File: config.mk
export PLATFORM = sky130hd
export DESIGN_NAME = sorted_software_timer_queue_top
export DESIGN_NICKNAME = d
export VERILOG_FILES = /design/src/hw/rtl/sstq_pkg.sv /design/src/hw/rtl/sorted_software_timer_queue_top.sv
export SDC_FILE = /design/constraint.sdc
export NUM_CORES = 2
export LEC_CHECK = 0
export ABC_AREA = 1
export BUFFER_PORTS_ARGS = -buffer_cell sky130_fd_sc_hd__clkbuf_2
export CAP_MARGIN = 40
export CORE_ASPECT_RATIO = 1.25
export CORE_MARGIN = 5
export CORE_UTILIZATION = 24
export DETAILED_ROUTE_END_ITERATION = 8
export PLACE_DENSITY = 0.45
export SYNTH_ARGS = -nofsm -noshare
export SYNTH_HDL_FRONTEND = slang
export SYNTH_SLANG_ARGS = --single-unit
export TNS_END_PERCENT = 30
File: constraint.sdc
create_clock -name aclk -period 16.2 [get_ports aclk]
set_input_delay 2.43 -clock aclk [delete_from_list [all_inputs] [get_ports aclk]]
set_output_delay 2.43 -clock aclk [all_outputs]
set_load 0.01 [all_outputs]
File: src/hw/rtl/sstq_pkg.sv
// shared types and codes for the sorted timer queue
package sstq_pkg;

    localparam logic [1:0] ACT_ADD   = 2'd0;
    localparam logic [1:0] ACT_ABORT = 2'd1;
    localparam logic [1:0] ACT_TICK  = 2'd2;

    localparam logic [2:0] EV_ADDED     = 3'd0;
    localparam logic [2:0] EV_ADD_REJ   = 3'd1;
    localparam logic [2:0] EV_ABORTED   = 3'd2;
    localparam logic [2:0] EV_ABORT_REJ = 3'd3;
    localparam logic [2:0] EV_EXPIRED   = 3'd4;
    localparam logic [2:0] EV_NONE      = 3'd5;

    localparam int MAX_RESULTS = 16;
    localparam int POP_W       = $clog2(MAX_RESULTS + 1);

    typedef struct packed {
        logic [1:0]  action;
        logic [3:0]  slot_id;
        logic [30:0] delay_ticks;
    } req_t;

    typedef struct packed {
        logic [2:0]  event_kind;
        logic [3:0]  event_slot;
        logic [31:0] expiry_tick;
        logic [31:0] clock_now;
        logic        last_result;
    } rsp_t;

endpackage

File: src/hw/rtl/sorted_software_timer_queue_top.sv
// sorted timer queue: tick clock, slot ordering by expiry, expiry popping
// an add or abort scans the queued slots, a tick steps through the expired slots; a result may wait on m_ready
// throughput: one request at a time, the next is taken once the result is staged
// reset: synchronous active low, clears tick clock, queue count and slot flags;
// queue and expiry memories hold no reset value and need no clearing pass
module sorted_software_timer_queue_top #(
    parameter int NUM_SLOTS = 16,
    parameter int TICK_BITS = 32
) (
    input  logic          aclk,
    input  logic          aresetn,
    input  logic          s_valid,
    output logic          s_ready,
    input  sstq_pkg::req_t s_req,
    output logic          m_valid,
    input  logic          m_ready,
    output sstq_pkg::rsp_t m_rsp
);
    import sstq_pkg::*;

    localparam int SLOT_W = (NUM_SLOTS > 2) ? $clog2(NUM_SLOTS) : 1;
    localparam int CNT_W  = $clog2(NUM_SLOTS + 1);
    localparam int QDEPTH = 1 << SLOT_W;

    typedef struct packed {
        logic [SLOT_W-1:0]    slot;
        logic [TICK_BITS-1:0] expiry;
    } qent_t;

    typedef enum logic [3:0] {
        IDLE, ADD_REJ, INS_RD, INS_CMP, ABT_RD, ABT_CMP, TICK_RD, TICK_CMP, TICK_END, EMIT
    } state_t;

    state_t               state_reg;
    logic [TICK_BITS-1:0] clock_reg;
    logic [NUM_SLOTS-1:0] active_reg;
    logic [CNT_W-1:0]     cnt_reg;
    logic [SLOT_W-1:0]    head_reg;
    logic [CNT_W-1:0]     idx_reg;
    logic [POP_W-1:0]     pops_reg;
    logic                 found_reg;
    logic [TICK_BITS-1:0] found_exp_reg;
    logic                 pend_reg;
    logic [SLOT_W-1:0]    slot_reg;
    logic [TICK_BITS-1:0] exp_reg;
    rsp_t                 res_reg;
    logic                 m_valid_reg;
    rsp_t                 m_rsp_reg;

    qent_t                q_mem [QDEPTH];
    logic [TICK_BITS-1:0] e_mem [QDEPTH];
    qent_t                q_rdata_reg;
    logic [TICK_BITS-1:0] e_rdata_reg;

    logic                 q_we;
    logic [SLOT_W-1:0]    q_waddr;
    logic [SLOT_W-1:0]    q_raddr;
    qent_t                q_wdata;
    logic                 e_we;
    qent_t                new_ent;
    logic [SLOT_W-1:0]    in_slot;
    logic                 in_ok;
    logic                 out_free;
    logic                 out_push;
    logic [TICK_BITS-1:0] ins_diff;
    logic                 ins_later;
    logic [TICK_BITS-1:0] tick_diff;
    logic                 expired;

    assign s_ready  = (state_reg == IDLE);
    assign m_valid  = m_valid_reg;
    assign m_rsp    = m_rsp_reg;
    assign out_free = !m_valid_reg || m_ready;
    assign out_push = out_free &&
                      ((state_reg == EMIT) || (state_reg == TICK_CMP && expired && pend_reg));

    assign in_slot = SLOT_W'(s_req.slot_id);
    assign in_ok   = int'(s_req.slot_id) < NUM_SLOTS;
    assign new_ent = '{slot: slot_reg, expiry: exp_reg};

    // queued entry later than the new one
    assign ins_diff  = q_rdata_reg.expiry - exp_reg;
    assign ins_later = (ins_diff != '0) && !ins_diff[TICK_BITS-1];
    assign tick_diff = clock_reg - q_rdata_reg.expiry;
    assign expired   = !tick_diff[TICK_BITS-1];

    always_comb begin
        q_we    = 1'b0;
        q_waddr = head_reg;
        q_wdata = q_rdata_reg;
        q_raddr = head_reg;
        e_we    = 1'b0;
        case (state_reg)
            INS_RD: begin
                q_raddr = head_reg + SLOT_W'(idx_reg - CNT_W'(1));
                if (idx_reg == '0) begin
                    q_we    = 1'b1;
                    q_wdata = new_ent;
                    e_we    = 1'b1;
                end
            end
            INS_CMP: begin
                q_we    = 1'b1;
                q_waddr = head_reg + SLOT_W'(idx_reg);
                q_wdata = ins_later ? q_rdata_reg : new_ent;
                e_we    = !ins_later;
            end
            ABT_RD: begin
                q_raddr = head_reg + SLOT_W'(idx_reg);
            end
            ABT_CMP: begin
                q_we    = found_reg;
                q_waddr = head_reg + SLOT_W'(idx_reg - CNT_W'(1));
            end
            default: ;
        endcase
    end

    always_ff @(posedge aclk) begin
        if (q_we) begin
            q_mem[q_waddr] <= q_wdata;
        end
        q_rdata_reg <= q_mem[q_raddr];
        if (e_we) begin
            e_mem[slot_reg] <= exp_reg;
        end
        e_rdata_reg <= e_mem[in_slot];
    end

    always_ff @(posedge aclk) begin
        if (!aresetn) begin
            state_reg   <= IDLE;
            clock_reg   <= '0;
            active_reg  <= '0;
            cnt_reg     <= '0;
            head_reg    <= '0;
            pops_reg    <= '0;
            pend_reg    <= 1'b0;
            m_valid_reg <= 1'b0;
        end else begin
            if (out_push) begin
                m_rsp_reg   <= res_reg;
                m_valid_reg <= 1'b1;
            end else if (m_ready) begin
                m_valid_reg <= 1'b0;
            end
            case (state_reg)
                IDLE: begin
                    slot_reg <= in_slot;
                    if (s_valid) begin
                        case (s_req.action)
                            ACT_ADD: begin
                                exp_reg <= clock_reg + TICK_BITS'(s_req.delay_ticks);
                                idx_reg <= cnt_reg;
                                if (!in_ok) begin
                                    res_reg   <= '{event_kind: EV_ADD_REJ,
                                                   event_slot: s_req.slot_id,
                                                   expiry_tick: '0,
                                                   clock_now: 32'(clock_reg),
                                                   last_result: 1'b1};
                                    state_reg <= EMIT;
                                end else if (active_reg[in_slot]) begin
                                    state_reg <= ADD_REJ;
                                end else begin
                                    state_reg <= INS_RD;
                                end
                            end
                            ACT_ABORT: begin
                                idx_reg   <= '0;
                                found_reg <= 1'b0;
                                if (!in_ok || !active_reg[in_slot]) begin
                                    res_reg   <= '{event_kind: EV_ABORT_REJ,
                                                   event_slot: s_req.slot_id,
                                                   expiry_tick: '0,
                                                   clock_now: 32'(clock_reg),
                                                   last_result: 1'b1};
                                    state_reg <= EMIT;
                                end else begin
                                    state_reg <= ABT_RD;
                                end
                            end
                            ACT_TICK: begin
                                clock_reg <= clock_reg + TICK_BITS'(1);
                                pops_reg  <= '0;
                                pend_reg  <= 1'b0;
                                state_reg <= TICK_RD;
                            end
                            default: ;
                        endcase
                    end
                end
                ADD_REJ: begin
                    res_reg   <= '{event_kind: EV_ADD_REJ, event_slot: 4'(slot_reg),
                                   expiry_tick: 32'(e_rdata_reg),
                                   clock_now: 32'(clock_reg), last_result: 1'b1};
                    state_reg <= EMIT;
                end
                INS_RD: begin
                    if (idx_reg == '0) begin
                        active_reg[slot_reg] <= 1'b1;
                        cnt_reg   <= cnt_reg + CNT_W'(1);
                        res_reg   <= '{event_kind: EV_ADDED, event_slot: 4'(slot_reg),
                                       expiry_tick: 32'(exp_reg),
                                       clock_now: 32'(clock_reg), last_result: 1'b1};
                        state_reg <= EMIT;
                    end else begin
                        state_reg <= INS_CMP;
                    end
                end
                INS_CMP: begin
                    if (ins_later) begin
                        idx_reg   <= idx_reg - CNT_W'(1);
                        state_reg <= INS_RD;
                    end else begin
                        active_reg[slot_reg] <= 1'b1;
                        cnt_reg   <= cnt_reg + CNT_W'(1);
                        res_reg   <= '{event_kind: EV_ADDED, event_slot: 4'(slot_reg),
                                       expiry_tick: 32'(exp_reg),
                                       clock_now: 32'(clock_reg), last_result: 1'b1};
                        state_reg <= EMIT;
                    end
                end
                ABT_RD: begin
                    if (idx_reg == cnt_reg) begin
                        active_reg[slot_reg] <= 1'b0;
                        cnt_reg   <= cnt_reg - CNT_W'(1);
                        res_reg   <= '{event_kind: EV_ABORTED, event_slot: 4'(slot_reg),
                                       expiry_tick: 32'(found_exp_reg),
                                       clock_now: 32'(clock_reg), last_result: 1'b1};
                        state_reg <= EMIT;
                    end else begin
                        state_reg <= ABT_CMP;
                    end
                end
                ABT_CMP: begin
                    if (q_rdata_reg.slot == slot_reg) begin
                        found_reg     <= 1'b1;
                        found_exp_reg <= q_rdata_reg.expiry;
                    end
                    idx_reg   <= idx_reg + CNT_W'(1);
                    state_reg <= ABT_RD;
                end
                TICK_RD: begin
                    if (cnt_reg == '0 || pops_reg == POP_W'(MAX_RESULTS)) begin
                        state_reg <= TICK_END;
                    end else begin
                        state_reg <= TICK_CMP;
                    end
                end
                TICK_CMP: begin
                    if (!expired) begin
                        state_reg <= TICK_END;
                    end else if (!pend_reg || out_free) begin
                        res_reg   <= '{event_kind: EV_EXPIRED,
                                       event_slot: 4'(q_rdata_reg.slot),
                                       expiry_tick: 32'(q_rdata_reg.expiry),
                                       clock_now: 32'(clock_reg), last_result: 1'b0};
                        pend_reg  <= 1'b1;
                        head_reg  <= head_reg + SLOT_W'(1);
                        cnt_reg   <= cnt_reg - CNT_W'(1);
                        pops_reg  <= pops_reg + POP_W'(1);
                        active_reg[q_rdata_reg.slot] <= 1'b0;
                        state_reg <= TICK_RD;
                    end
                end
                TICK_END: begin
                    if (pend_reg) begin
                        res_reg.last_result <= 1'b1;
                    end else begin
                        res_reg <= '{event_kind: EV_NONE, event_slot: '0, expiry_tick: '0,
                                     clock_now: 32'(clock_reg), last_result: 1'b1};
                    end
                    state_reg <= EMIT;
                end
                EMIT: begin
                    if (out_free) begin
                        state_reg <= IDLE;
                    end
                end
                default: begin
                    state_reg <= IDLE;
                end
            endcase
        end
    end

    // queue occupancy never exceeds the slot count
    a_cnt_bound: assert property (@(posedge aclk) disable iff (!aresetn)
        cnt_reg <= CNT_W'(NUM_SLOTS))
        else $error("queue count above slot count");

    // active flags agree with queue occupancy between requests
    a_active_cnt: assert property (@(posedge aclk) disable iff (!aresetn)
        state_reg == IDLE |-> $countones(active_reg) == int'(cnt_reg))
        else $error("active flags disagree with queue count");

    // an abort of an active slot always finds it in the queue
    a_abort_found: assert property (@(posedge aclk) disable iff (!aresetn)
        (state_reg == ABT_RD && idx_reg == cnt_reg) |-> found_reg)
        else $error("aborted slot missing from queue");

    // pops per tick stay within the result limit
    a_pop_bound: assert property (@(posedge aclk) disable iff (!aresetn)
        pops_reg <= POP_W'(MAX_RESULTS) || state_reg == IDLE)
        else $error("too many expiries in one tick");

endmodule

; ---- Yosys cells after proc, flatten, opt, wreduce, memory -nomap -nowiden
; Memories as Yosys holds them, arrays and structs flattened. A register that Yosys moved wholly into a read port is not among the register bits.
; Index checks and enable logic that the tools add are counted.
[word_totals]
mem_count = 2
word_cells = 190
ramBits = 1088
register_bits = 286
input_bits = 41
out_inout_bits = 74
[op_classes]
eq_ne = 30
addsub = 12
n_mux = 72
magnitude_cmp = 5
reduce_logical = 40
bitwise = 6
[mem_list]
columns = name, depth, width, rd, rd_clocked_by_memory_dff, wr, line
row1 = q_mem, 16, 36, 1, 1, 1, sorted_software_timer_queue_top.sv:50  ; qent_t q_mem [QDEPTH];
row2 = e_mem, 16, 32, 1, 1, 1, sorted_software_timer_queue_top.sv:51  ; logic [TICK_BITS-1:0] e_mem [QDEPTH];
[ops]
columns = op, n
row1 = $mux 72, 8
row2 = $pmux 72 s7, 1
row3 = $mux 16, 5
row4 = $mux 36, 2
row5 = $pmux 36 s2, 1
row6 = $mux 71, 1
row7 = $pmux 16 s4, 1
row8 = $sub 32x32->32, 2
row9 = $mux 5, 11
row10 = $mux 4, 9
row11 = $pmux 4 s9, 1
row12 = $add 32x1->32 const B, 1
row13 = $add 32x31->32, 1
row14 = $and 16x16->16, 2
row15 = $not 16->16, 2
row16 = $reduce_bool 32->1, 1
row17 = $ne 2x2->1 const B, 10
row18 = $pmux 5 s2, 2
row19 = $pmux 5 s4, 1
row20 = $mux 1, 17
row21 = $eq 4x3->1 const B, 4
row22 = $or 16x16->16, 1
row23 = $pmux 4 s2, 2
row24 = $add 5x1->5 const B, 3
row25 = other kinds (43), 76

; ---- Depth between registers and ports, before layout
[logic_depth]
ltp_word = 9
depth_mapped = 24
ltp_nobuf = 24

; ---- Worst setup path before layout
; No wires, ideal clock.
[synth_timing]
kind = input to register
startpoint = in s_req[31] (netlist name)
endpoint = reg res_reg[10] (netlist name), enable pin
setup_time_ns = 0.587
n_path_buf = 2
path_stages = 9
arrival_time_ns = 8.271
path_slack_ns = 7.342
t_required_ns = 15.613
cell_sequence = buf_2 clkbuf_1 o21ai_0 o211ai_1 nand3_1 nand2_1 a21oi_1 nand3_1 nor3_1
[synth_via]
elab_chain_len = 4
[synth_rtl]
columns = item, line
row1 = from (decl), sorted_software_timer_queue_top.sv:14  ; input sstq_pkg::req_t s_req,
row2 = $bmux 1 s4, sorted_software_timer_queue_top.sv:171  ; if (!in_ok || !active_reg[in_slot]) begin
row3 = $mux 1 (implied by the code), sorted_software_timer_queue_top.sv:171
row4 = $ne 2x2->1 (no line), --
row5 = $reduce_and 11->1 (no line), --
row6 = to (signal assigned), sorted_software_timer_queue_top.sv:172  ; res_reg <= '{event_kind: EV_ABORT_REJ,
row7 = to (signal assigned), sorted_software_timer_queue_top.sv:193  ; res_reg <= '{event_kind: EV_ADD_REJ, event_slot: 4'(slot_reg),
row8 = to (signal assigned), sorted_software_timer_queue_top.sv:202  ; res_reg <= '{event_kind: EV_ADDED, event_slot: 4'(slot_reg),
row9 = to (decl), sorted_software_timer_queue_top.sv:46  ; rsp_t res_reg;
; No other way between the ends. The select of a mux whose other input is x is not followed.
; A chain may end at the register's enable or synchronous reset.

==> out/summary.txt <==
Net count, final: 5765
Synth top area cells: edfxtp_1 62%, nand2_1 5.3%, inv_1 4.6%
Gr ovfl total: 0
VDD IR max: 0.0000987 V
YS warnings: 0
Routability cong.: 0.881
Finish-stage setup viols: 0
Max-cap viol count: 0
Final wirelength: 193000 um
Syn Inst Count: 5475
Synthesized Nets: 5631
Layout cells sized above 1: 0.0999
Worst-path clk slew: 0.07 ns
Starting Density: 0.241
Status: finished clean
M2 GR Usage: 0.245
# fillers: 27100
Area growth, synth to finish: 16.2%
Final slew viol count: 0
Vias per cell: 4.45
IO Count: 115
Post-synth EDFFs: 1306
Crit Path Category: register to register
Post-CTS Setup Repair Bufs: 0
Synth Flop Type: edfxtp_1
First-pass GRT wire length: 279000 um
Full die area: 272000 um^2
Post-DP HPWL: 118000 um
F_max: 160 MHz
Pwr Density: 155 nW/um^2
DRC: 0
GRT Max-Usage Layer: met2
Final std cells w/o fill: 9228
Row count: 210
CTS tree: done
Hold path depth: 0
Vias in the first global route: 40100
Global routing usage on met1: 0.169
Worst Reg-to-Reg Cells: 19
Die width: 468 um
PostCTS Resize Cnt: 0
Clock latency on the worst-skew pair: 0.82 ns
Placed cell count: 8950
HP Class: register to register
DRT Pass-1 Iters: 6
Initial antenna violation count: 7
ANT nets after route: 0
CTS H-tree depth: 4
Final Skew: 0.0644 ns
Vias: 41000
Clock Path Buffers: 4
Post-synth ARST share: 0
Port bufs: 114
Syn avg cell area: 11.5 um^2
Routed len/inst: 20.9 um
Final worst-path cycle share: 0.385
WP data required: 16.60 ns
Final hold violation count: 0
Netlist area before placement: 62800 um^2
Cts hold-fix bufs: 0
Die Ht: 582 um
Iteration-0 DRC Markers: 2877
Core area: 261000 um^2
Leading registers by flop count: q_mem (576), e_mem (512)
All-Layer GR Usage: 0.138
Total Neg Setup Slack: 0 ns
Crit path max fanout: 29
Worst-Margin Slew: 0.947 ns
Startpoint types: register
Register area share after synthesis: 0.667
Max-slew headroom: 0.369
Top cell type's share of synthesized area: 0.624
CTS sink cnt: 1442
CTS Buf Count: 155
Min cycle time layout: 6.24 ns
Synth unique cells: 59
Largest area contributor in the netlist: edfxtp_1
Largest net degree at the start of global routing: 210
#FFs+latches synth: 1442
Worst Path Arrival: 6.65 ns
Setup repair after global routing missed its margin: no
Leak pwr: 26.6 nW
Final core occ: 0.280
CTS Root Cell: clkbuf_16
CP Capture Type: register
Most flops, register: q_mem
Global Route met3 Usage: 0.0165
Max FFs per register: 576
## critical path: stages (launching register included)
cell and delay [ns]:
edfxtp_1 0.77, inv_1 0.20, ha_1 0.46, nand2_1 0.16
nor2_1 0.38, nand2_1 0.17, nand2_1 0.17, a21oi_1 0.15
nand2_1 0.08, nand2_1 0.05, nand2_1 0.05, nor2_1 0.05
nand2_1 0.06, nor2_1 0.05, nand3_1 0.18, nand3_2 0.59
nand2_4 0.69, clkinv_1 0.41, o21ai_0 0.67, inv_1 0.46
## cell families after synthesis
kind of cell | Yosys count | share of synthesized area
buffers and inverters | 1055 | 0.0653
xor gates and xnor gates | 68 | 0.00948
muxes | 131 | 0.0209
AOI/OAI and AO/OA | 1222 | 0.116
adders and majority gates | 115 | 0.0235
and+or+nand+nor | 1442 | 0.0975
DFF | 1442 | 0.667
## cell usage in the layout, fill, tap and decap left out, types with 22 or more instances in the layout
| cell type | instances |
|---|---|
| a21oi_1 | 302 |
| nand4_1 | 50 |
| buf_4 | 115 |
| o21ai_1 | 57 |
| inv_1 | 764 |
| edfxtp_1 | 1306 |
| nor2_4 | 28 |
| mux2i_1 | 131 |
| nand3_1 | 242 |
| clkbuf_1 | 24 |
| o21ai_0 | 433 |
| xor2_1 | 46 |
| clkinv_2 | 28 |
| o211ai_1 | 317 |
| xnor2_1 | 22 |
| nand2_1 | 886 |
| clkbuf_16 | 157 |
| dfxtp_1 | 136 |
| nor2_1 | 154 |
| inv_2 | 27 |
| o221ai_1 | 39 |
| ha_1 | 110 |
| clkbuf_2 | 111 |
| nor3_1 | 29 |
## metal layers
metal	vias up	part of all wire
li1	19600	-
met1	20300	0.41
met2	897	0.51
met3	304	0.036
met4	2	0.042
met5	-	0.0013
## cells in the mapped netlist (7+ instances only)
cell type and count:
buf_2 79, dfxtp_1 136, xnor2_1 22, nand3_1 242
o221ai_1 39, buf_1 22, inv_1 766, inv_2 27
o22ai_1 8, nor3_1 42, nor2_2 8, xor2_1 46
o2111ai_1 20, edfxtp_1 1306, nand4_1 50, o21ai_0 434
o211ai_1 317, mux2i_1 131, nand2_1 886, nor2_1 176
o21bai_1 7, a21oi_1 302, o21ai_1 57, clkbuf_1 149
ha_1 110
## power by group
part	switching [mW]	internal, mW	total, mW	leakage (nW)
combinational	2.08	0.764	2.84	11.1
clock	1.50	2.12	3.62	2.48
sequential	0.219	4.65	4.87	12.9
total	3.80	7.53	11.3	26.6
## metrics by stage
| stage | worst slack (ns) | hold slack [ns] | instance area [um^2] | power, mW |
|---|---|---|---|---|
| after floorplan | 7.34 | 0.400 | 62800 | 6.63 |
| after global placement | 10.10 | 0.406 | 67800 | 7.77 |
| after detailed placement | 10.17 | 0.405 | 67900 | 7.81 |
| after CTS | 10.11 | 0.419 | 73000 | 11.5 |
| after global routing | 9.71 | 0.430 | 73000 | 11.9 |
| final | 9.96 | 0.421 | 73000 | 11.3 |
## final timing paths
check | start | end | slack [ns]
max | exp_reg[16] | q_mem[4][0] | 9.96
max reg2reg | exp_reg[16] | q_mem[4][0] | 9.96
min reg2reg | res_reg[68] | m_rsp[68] | 0.42
min | res_reg[68] | m_rsp[68] | 0.42
## area by class of cell
class                   instances  area, um^2  area share
diodes                          4        10.0    0.000137
clock buffers                 188        4120      0.0563
clock inverters                86         968      0.0133
inverters                     796        3000      0.0410
multi-input cells            2978       17100       0.234
flip-flops and latches       1442       41900       0.574
well taps                    3498        4380      0.0599
repair buffers                236        1580      0.0216
(Power assumes the default switching activity.)
